[src/rtl/core/sobel_pkg.sv]
package sobel_pkg;

    localparam int MaxWidth    = 1024;
    localparam int ColW        = $clog2(MaxWidth);
    localparam int PixW        = 24;
    localparam int RowW        = 16;
    localparam int CfgW        = 16;
    localparam int CfgIdxW     = 1;
    localparam int QDepth      = 4;
    localparam int QPtrW       = $clog2(QDepth);

    localparam logic [CfgIdxW-1:0] RegFrameWidth  = 1'd0;
    localparam logic [CfgIdxW-1:0] RegFrameHeight = 1'd1;

    // one 3x3 window with its result position
    typedef struct packed {
        logic [8:0][PixW-1:0] win;
        logic [RowW-1:0]      row;
        logic [ColW-1:0]      col;
        logic                 done;
    } t_job;

    // result transaction
    typedef struct packed {
        logic [7:0]      red;
        logic [7:0]      green;
        logic [7:0]      blue;
        logic [RowW-1:0] row;
        logic [ColW-1:0] col;
        logic            done;
    } t_result;

    // queue status toward the front
    typedef struct packed {
        logic full;
        logic almost_full;
    } t_qstat;

endpackage

[src/rtl/core/sobel_queue.sv]
module sobel_queue (
    input  logic              i_clk,
    input  logic              i_rst_n,
    input  logic              i_push,
    input  sobel_pkg::t_job   i_job,
    output sobel_pkg::t_qstat o_qstat,
    output logic              o_valid,
    input  logic              i_pop,
    output sobel_pkg::t_job   o_job
);
    import sobel_pkg::*;

    t_job             r_mem [QDepth];
    logic [QPtrW-1:0] r_wp;
    logic [QPtrW-1:0] r_rp;
    logic [QPtrW:0]   r_cnt;
    logic             pop;

    assign pop             = i_pop && (r_cnt != '0);
    assign o_valid         = (r_cnt != '0);
    assign o_job           = r_mem[r_rp];
    assign o_qstat.full        = (r_cnt == (QPtrW+1)'(QDepth));
    // room kept for the transaction still in the line read stage
    assign o_qstat.almost_full = (r_cnt >= (QPtrW+1)'(QDepth - 1));

    always_ff @(posedge i_clk) begin
        if (i_push) begin
            r_mem[r_wp] <= i_job;
        end
    end

    // pointers and fill count
    always_ff @(posedge i_clk) begin
        if (!i_rst_n) begin
            r_wp  <= '0;
            r_rp  <= '0;
            r_cnt <= '0;
        end else begin
            if (i_push) begin
                r_wp <= r_wp + QPtrW'(1);
            end
            if (pop) begin
                r_rp <= r_rp + QPtrW'(1);
            end
            r_cnt <= r_cnt + (QPtrW+1)'(i_push) - (QPtrW+1)'(pop);
        end
    end
endmodule

[config.mk]
export PLATFORM = sky130hd
export DESIGN_NAME = sobel_queue
export DESIGN_NICKNAME = d
export VERILOG_FILES = /design/src/rtl/core/sobel_pkg.sv /design/src/rtl/core/sobel_queue.sv
export SDC_FILE = /design/constraint.sdc
export NUM_CORES = 1
export LEC_CHECK = 0
export BUFFER_PORTS_ARGS = -buffer_cell sky130_fd_sc_hd__buf_2
export CORE_MARGIN = 3
export CORE_UTILIZATION = 57
export DETAILED_ROUTE_END_ITERATION = 8
export MAX_ROUTING_LAYER = met4
export PLACE_DENSITY = 0.79
export SLEW_MARGIN = 15
export SYNTH_ARGS = -nofsm -noshare
export SYNTH_HDL_FRONTEND = slang
export SYNTH_SLANG_ARGS = --single-unit
export TNS_END_PERCENT = 10
[constraint.sdc]
create_clock -name i_clk -period 8.62 [get_ports i_clk]
set_input_delay 1.724 -clock i_clk [delete_from_list [all_inputs] [get_ports i_clk]]
set_output_delay 1.724 -clock i_clk [all_outputs]
set_load 0.05 [all_outputs]
==> metrics <==
Distinct cells, synth 22; worst r2r src r_wp[0]; Worst VDD drop 0.269 mV; gpl congestion 0.793; IO Pins 493; Clock Skew 13.1 ps; Rel. slew slack 0.263; Startpoint Class register; max-cap violations 0; final instance area 42000 µm²; CP max-delay cell buf_4; Gate Count Post-Synth 1317; routed len/inst 26.8 µm; CP required 6900 ps; hold-fix buffer count after cts 0; first-pass GRT wire length 112 mm; total grt overflow 0; DR vias 16517; most frequent cells in the layout edfxtp_1, buf_2, mux4_2; worst hold slack 483 ps; Hold Path Depth 2; initial antenna violation count 36; Pre-antenna DRT Iters 5; final setup TNS 0 ps; total CTS buffers 93; leakage power total 14.0 nW; most common cell after layout, fill and taps aside edfxtp_1; Final setup violation count 0; Die Y-Extent 256 µm; Slew Viols, Final 0; die area 65400 µm²; Reg2Reg Depth 4; Levels on crit path 3; number of nets with antenna violations after routing 0; Worst Path Arrival 3080 ps; post-detail-place hpwl 43.0 mm; YS warnings 0; CTS tree yes; die extent in x 256 µm; min-delay worst type reg2reg; core box area 61000 µm²; biggest area consumer among synthesized cells edfxtp_1; Cell Area, Synth 35500 µm²; syn_area_per_cell 27.0 µm²; register area share after synthesis 0.826; Area Growth Syn to Fin 18.3%; Buf/Inv on CP 2; row cnt 90; crit share post-route 0.558; slowest stage delay, CP 860 ps; Clock Latency Late Sink 630 ps; worst setup path class reg2out; pin count of the biggest net entering global routing 135; Root Driver clkbuf_16; family with the most delay on the worst path buffers and inverters; post-layout min period 4810 ps; Max Fclk 0.208 GHz; largest fanout on the critical path 68; Crit. End Element primary output; Synth area leaders edfxtp_1, mux4_2, buf_6; number of port buffers 492; CTS clk-pin slew, worst paths 60 ps; R2R Setup Slk 5940 ps; total detailed-routing wirelength 75.1 mm; Worst-Margin Slew 1110 ps; routed vias/inst 5.89; share of cells above drive strength 1 0.459; Final #Nets 2117; final count of hold timing violations 0; Synth Net Count 1572; CP Cell Sequence buf_4 > mux4_2 > buf_2; Seq cells post-synth 981; Hold Startpoint r_rp[1]; status completed; First DRT Iteration DRCs 1536; # DRC 0; H-Tree Level Count 3; Post-Place Cell Area 38800 µm²; RSZ-0062 raised after global routing false; vias in the first global route 17169; Resized cells post-CTS 0; CTS Buffer Depth 3; GRT Total Usage 0.238; initial core utilization 0.582; Worst Setup EP o_job[192]; Clock Sinks 981; Post CTS Setup Buffer Count 0; fill cell count 3624; FF-to-FF End r_mem[0][68]; Synth top area share 0.821; Power Density 306 nW/µm²
-- layer usage --
layer  track usage  vias to the layer above  share of wire
met5             -                        -              0
met4        0.0835                        0          0.029
met3        0.0792                      138           0.10
met2         0.366                      809           0.50
met1         0.302                     8685           0.37
li1              -                     6885              -
-- worst min-delay path, stage by stage, from the launching register on --
cell and delay [ps]:
dfxtp_1 310, nand2_1 50, mux2i_1 80
-- final cells by class --
cell class	instances	area, µm²	area share
diodes	40	100	0.00238
inverters	6	22.5	0.000536
clock inverters	63	709	0.0169
repair buffers	504	2640	0.0628
multi-input cells	276	5760	0.137
well taps	828	1040	0.0246
clock buffers	107	2400	0.0571
flip-flops and latches	981	29400	0.699
-- metrics by stage --
stage	util	setup WS, ps	cells	total power [W]
after floorplan	-	767	1317	0.00820
after global placement	0.636	4400	2595	0.00880
after detailed placement	0.636	4430	2595	0.00884
after CTS	0.687	3730	2765	0.0130
after global routing	0.689	3590	2801	0.0133
final	0.689	3810	2805	0.0129
-- how the worst min path moves through the flow --
stage                     to  slack [ps]
finish              register         480
global route        register         520
CTS                 register         490
detailed placement  register         470
global placement    register         450
floorplan           register         450
-- Yosys cell counts, drive strengths merged --
cell,n
edfxtp,972
mux4,243
buf,46
dfxtp,9
clkbuf,8
and2,7
ha,7
inv,6
mux2i,4
nand2,3
nand2b,2
nor2b,2
fa,1
nor3,1
o21ai,1
o311ai,1
o31a,1
or3,1
xnor2,1
xor2,1
-- flip-flops by register name (all words and copies together) (netlist names), named ones only --
name and flops:
r_cnt 3, r_wp 2, r_mem 972, r_rp 2
-- cells by family (layout without fill, tap and decap cells) --
family                   count (synthesis)  in the layout  synth area share
AO/OA/AOI/OAI                            3              3          0.000634
buffers and inverters                   60            680            0.0118
multiplexers                           247            247             0.155
XOR/XNOR                                 2              2          0.000493
other                                    0             40                 0
flip-flops                             981            981             0.826
AND/OR/NAND/NOR                         16             16           0.00257
adder cells (fa/ha/maj)                  8              8           0.00303
-- where the power goes --
group / internal, W / switching [W]
clock: 0.00245 / 0.00168
sequential: 0.00550 / 0.0000999
combinational: 0.000941 / 0.00220
No activity file was read; power rests on OpenSTA's default activity.
