<file path="src/rtl/core/sobel_pkg.sv">
package sobel_pkg;

    localparam int MaxWidth    = 1024;
    localparam int ColW        = $clog2(MaxWidth);
    localparam int PixW        = 24;
    localparam int RowW        = 16;
    localparam int CfgW        = 16;
    localparam int CfgIdxW     = 1;
    localparam int QDepth      = 4;
    localparam int QPtrW       = $clog2(QDepth);

    localparam logic [CfgIdxW-1:0] RegFrameWidth  = 1'd0;
    localparam logic [CfgIdxW-1:0] RegFrameHeight = 1'd1;

    // one 3x3 window with its result position
    typedef struct packed {
        logic [8:0][PixW-1:0] win;
        logic [RowW-1:0]      row;
        logic [ColW-1:0]      col;
        logic                 done;
    } t_job;

    // result transaction
    typedef struct packed {
        logic [7:0]      red;
        logic [7:0]      green;
        logic [7:0]      blue;
        logic [RowW-1:0] row;
        logic [ColW-1:0] col;
        logic            done;
    } t_result;

    // queue status toward the front
    typedef struct packed {
        logic full;
        logic almost_full;
    } t_qstat;

endpackage

</file>
<file path="src/rtl/core/sobel_back.sv">
module sobel_back (
    input  logic               i_clk,
    input  logic               i_rst_n,
    input  logic               i_valid,
    output logic               o_pop,
    input  sobel_pkg::t_job    i_job,
    output logic               o_valid,
    input  logic               i_ready,
    output sobel_pkg::t_result o_res
);
    import sobel_pkg::*;

    // pipeline: gradients, squares, sum, then 8 root steps, then output
    localparam int NStg = 12;

    logic [NStg-2:0]   r_v;
    logic              adv;
    logic [8:0][PixW-1:0] w;

    logic [2:0][10:0]  r_gx;
    logic [2:0][10:0]  r_gy;
    logic [2:0][19:0]  r_sx;
    logic [2:0][19:0]  r_sy;
    logic [2:0][20:0]  r_sum;
    logic [7:0][2:0][20:0] r_rem;
    logic [7:0][2:0][7:0]  r_root;
    logic [NStg-2:0][RowW-1:0] r_row;
    logic [NStg-2:0][ColW-1:0] r_col;
    logic [NStg-2:0]           r_done;
    logic [2:0][20:0]  rem_in [8];
    logic [2:0][7:0]   root_in [8];
    t_result           r_out;
    logic              r_out_v;

    // pipeline moves when the output slot is free or being taken
    assign adv   = !r_out_v || i_ready;
    assign o_pop = adv && i_valid;
    assign w     = i_job.win;

    function automatic logic [10:0] gradx(input logic [8:0][PixW-1:0] x, input int s);
        logic [10:0] a;
        logic [10:0] b;
        a = 11'(x[6][s+:8]) + 11'({x[7][s+:8], 1'b0}) + 11'(x[8][s+:8]);
        b = 11'(x[0][s+:8]) + 11'({x[1][s+:8], 1'b0}) + 11'(x[2][s+:8]);
        return a - b;
    endfunction

    function automatic logic [10:0] grady(input logic [8:0][PixW-1:0] x, input int s);
        logic [10:0] a;
        logic [10:0] b;
        a = 11'(x[2][s+:8]) + 11'({x[5][s+:8], 1'b0}) + 11'(x[8][s+:8]);
        b = 11'(x[0][s+:8]) + 11'({x[3][s+:8], 1'b0}) + 11'(x[6][s+:8]);
        return a - b;
    endfunction

    function automatic logic [9:0] absv(input logic [10:0] v);
        logic [10:0] n;
        n = v[10] ? (~v + 11'd1) : v;
        return n[9:0];
    endfunction

    // window order: column-major, a then b then new, each top/mid/bottom
    always_ff @(posedge i_clk) begin
        if (adv) begin
            for (int c = 0; c < 3; c++) begin
                r_gx[c] <= gradx(w, 16 - 8 * c);
                r_gy[c] <= grady(w, 16 - 8 * c);
                r_sx[c] <= 20'(absv(r_gx[c])) * 20'(absv(r_gx[c]));
                r_sy[c] <= 20'(absv(r_gy[c])) * 20'(absv(r_gy[c]));
                r_sum[c] <= 21'(r_sx[c]) + 21'(r_sy[c]);
            end
            r_row[0]  <= i_job.row;
            r_col[0]  <= i_job.col;
            r_done[0] <= i_job.done;
            for (int k = 1; k < NStg - 1; k++) begin
                r_row[k]  <= r_row[k-1];
                r_col[k]  <= r_col[k-1];
                r_done[k] <= r_done[k-1];
            end
        end
    end

    // restoring root, one result bit per stage
    always_comb begin
        for (int k = 0; k < 8; k++) begin
            for (int c = 0; c < 3; c++) begin
                rem_in[k][c]  = (k == 0) ? r_sum[c] : r_rem[k-1][c];
                root_in[k][c] = (k == 0) ? 8'd0 : r_root[k-1][c];
            end
        end
    end

    always_ff @(posedge i_clk) begin
        if (adv) begin
            for (int k = 0; k < 8; k++) begin
                for (int c = 0; c < 3; c++) begin
                    logic [7:0]  t;
                    logic [20:0] sq;
                    t  = root_in[k][c] | (8'd1 << (7 - k));
                    sq = 21'(t) * 21'(t);
                    if (rem_in[k][c] >= 21'd65536) begin
                        r_root[k][c] <= 8'd255;
                    end else if (sq <= rem_in[k][c]) begin
                        r_root[k][c] <= t;
                    end else begin
                        r_root[k][c] <= root_in[k][c];
                    end
                    r_rem[k][c] <= rem_in[k][c];
                end
            end
        end
    end

    // valid chain and output register
    always_ff @(posedge i_clk) begin
        if (!i_rst_n) begin
            r_v     <= '0;
            r_out_v <= 1'b0;
        end else if (adv) begin
            r_v     <= {r_v[NStg-3:0], o_pop};
            r_out_v <= r_v[NStg-2];
        end
    end

    always_ff @(posedge i_clk) begin
        if (adv) begin
            r_out.red   <= r_root[7][0];
            r_out.green <= r_root[7][1];
            r_out.blue  <= r_root[7][2];
            r_out.row   <= r_row[NStg-2];
            r_out.col   <= r_col[NStg-2];
            r_out.done  <= r_done[NStg-2];
        end
    end

    assign o_valid = r_out_v;
    assign o_res   = r_out;
endmodule

</file>
<file path="config.mk">
export PLATFORM = sky130hd
export DESIGN_NAME = sobel_back
export DESIGN_NICKNAME = d
export VERILOG_FILES = /design/src/rtl/core/sobel_pkg.sv /design/src/rtl/core/sobel_back.sv
export SDC_FILE = /design/constraint.sdc
export NUM_CORES = 2
export LEC_CHECK = 0
export BUFFER_PORTS_ARGS = -buffer_cell sky130_fd_sc_hd__buf_2
export CAP_MARGIN = 10
export CORE_ASPECT_RATIO = 1.2
export CORE_MARGIN = 2
export CORE_UTILIZATION = 50
export CTS_CLUSTER_SIZE = 40
export DETAILED_ROUTE_END_ITERATION = 7
export PLACE_DENSITY = 0.68
export SLEW_MARGIN = 20
export SYNTH_ARGS = -nofsm -noshare
export SYNTH_HDL_FRONTEND = slang
export SYNTH_SLANG_ARGS = --single-unit
</file>
<file path="constraint.sdc">
create_clock -name i_clk -period 127.3 [get_ports i_clk]
set_input_delay 25.46 -clock i_clk [delete_from_list [all_inputs] [get_ports i_clk]]
set_output_delay 25.46 -clock i_clk [all_outputs]
set_load 0.1 [all_outputs]
</file>
==> qor.txt <==
Top cell type's share of synthesized area -> 0.391
Clk buf depth -> 3
Setup TNS after final layout -> 0 ns
Crit path largest cell delay -> 0.78 ns
Fin. Hold Viols -> 0
Hold buffers post-CTS -> 0
TritonCTS clock tree -> built
Crit-path slowest cell -> nor2b_1
Most used cell, CP -> buf_2
Setup CP Type -> in -> out
IO Pins -> 300
# diodes -> 0
DR pass1 iterations -> 5
Req. time, crit path -> 101.84 ns
Port Buf Inserts -> 275
Critical Path Sink Type -> primary output
Startpoint Class -> input port
Pins Over Slew Limit -> 0
Crit path time final -> 53.04 ns
Unique masters post-synth -> 79
CP arrival -> 27.58 ns
Postcts setup bufs -> 0
Post-synth top flop -> edfxtp_1
Syn Inst Count -> 7875
Uppermost layer routed -> met5
Post-CTS resize count -> 0
Fraction of registers with async set/reset -> 0
CP Cell Sequence -> buf_2, nor2b_1, inv_8, and2_1, buf_2
Max-cap viol count -> 0
Fin cells -> 10600
Register bit total from synthesis -> 1173
# fillers -> 14800
RSZ-0062 raised after global routing -> false
Die ar. -> 182000 µm²
Syn avg cell area -> 11.3 µm²
Inst Count DP -> 10400
Crit path max-delay family -> simple AND/OR/NAND/NOR gates
Ys Warns -> 0
Vias after detailed routing -> 54200
Starting DRT DRC Count -> 2380
Num CTS Buffers -> 116
Status -> finished, final reports clean
EDFF count, synth -> 1161
Worst-path clk slew -> 0.06 ns
Register Area -> 35100 µm²
Synth top area cells -> edfxtp_1, fa_1, ha_1, inv_1, xnor2_1
Worst hold path type -> reg -> reg
Fin crit share -> 0.417
Sequential cell area fraction in the yosys report -> 0.393
Commonest cells post-synth -> inv_1, edfxtp_1, ha_1
Clock skew -> 0.0536 ns
Root Buffer -> clkbuf_16
Area Growth Syn to Fin -> 9.19%
Core area -> 177000 µm²
Cell taking the most area after synthesis -> edfxtp_1
Avg WL per Cell -> 14.7 µm
Setup violators final -> 0
Final ANT Viol Nets -> 0
Share of layout cells above drive strength 1 -> 0.0640
Wire length on met1 -> 65700 µm
Die H -> 467 µm
DRT Wirelength -> 156000 µm
Sink Count -> 1173
Die W -> 390 µm
GRT Residual Overflow -> 0
Vias per inst -> 5.11
Vias in the first global route -> 57800
Buffers and inverters on the worst path -> 3
Metal2 WL -> 81700 µm
Area of the multi-input gates -> 48100 µm²
Syn Std Cell Area -> 89200 µm²
Count leader, synth -> inv_1
Total track usage -> 0.176
Slew headroom -> 0.303
Skew-Pair Late Insertion Delay -> 0.78 ns
Row count -> 169
H-tree depth -> 3
Initial Util -> 0.504
Initial antenna violation count -> 3
First-pass GRT wire length -> 267000 µm
Worst Path Max Fanout -> 131
Final routed DRC violation total -> 0
RePlAce Congestion -> 0.876
Fin nets -> 10400
Slew @ Worst Pin -> 1.05 ns
Largest net degree at the start of global routing -> 183
Met3 WL -> 5100 µm
Hpwl dp -> 126000 µm
Max frequency -> 0.0189 GHz
sequential cells by signal, summed over array words and instances, names as in the netlist:
| signal | cells |
|---|---|
| r_gx | 33 |
| r_gy | 33 |
| r_sy | 57 |
| o_valid | 1 |
| r_sum | 63 |
| r_rem | 441 |
| r_col | 110 |
| r_row | 176 |
| r_done | 11 |
| o_res | 51 |
| r_sx | 57 |
| r_root | 129 |
| r_v | 11 |
layer usage:
metal,track usage,vias to the layer above
met1,0.212,26200
met2,0.328,797
met4,0.0529,6
met3,0.0204,236
li1,-,26900
met5,0,-
worst paths after layout:
check,start,endpoint,slack (ns),depth (start not counted)
worst min register to register,r_row[89],r_row[105],0.41,0
worst min-delay path,r_row[89],r_row[105],0.41,0
worst max register to register,r_gx[22],r_sx[59],120.06,23
worst max-delay path,i_ready,o_pop,74.26,5
metrics by stage:
stage	util	instance area (µm²)	hold slack [ns]	worst slack (ns)
final	0.551	97400	0.412	74.26
after global routing	0.551	97400	0.412	74.14
after detailed placement	0.527	93300	0.405	74.28
after CTS	0.551	97400	0.406	74.27
after floorplan	-	89300	0.400	68.23
after global placement	0.527	93300	0.400	74.33
final cells by class:
class | instances | area share
clock buffers | 136 | 0.0309
multi-input cells | 5090 | 0.493
inverters | 1530 | 0.0590
clock inverters | 85 | 0.0114
repair buffers | 289 | 0.0155
well taps | 2308 | 0.0296
flip-flops and latches | 1173 | 0.360
kinds of logic after synthesis:
| family | Yosys count | synth area share |
|---|---|---|
| mux | 18 | 0.00216 |
| xor+xnor | 520 | 0.0510 |
| flops | 1173 | 0.393 |
| other cells | 2 | 0.0000842 |
| buf+inv | 1620 | 0.0683 |
| compound gates | 954 | 0.0679 |
| fa+ha+maj | 1905 | 0.330 |
| simple gates | 1683 | 0.0875 |
placed cells by master, fill, tap and decap left out, types with 16 or more instances in the layout:
master / instances
a211oi_1: 22
a21boi_0: 28
a21o_1: 127
a21oi_1: 306
a31oi_1: 26
and2_1: 80
and3_1: 17
buf_2: 275
bufinv_16: 16
clkbuf_1: 17
clkbuf_16: 116
clkinv_1: 22
clkinv_2: 19
edfxtp_1: 1161
fa_1: 744
ha_1: 1161
inv_1: 1518
nand2_1: 530
nand2b_1: 88
nand3_1: 78
nand4_1: 46
nor2_1: 523
nor2b_1: 74
nor3_1: 81
nor4_1: 29
o21a_1: 63
o21ai_0: 184
o21bai_1: 50
or2_2: 20
or3_1: 54
or4_1: 35
xnor2_1: 391
xor2_1: 129
Power is not shown: default switching activity piles up to over one toggle a cycle in this logic, so the estimate is an artifact.
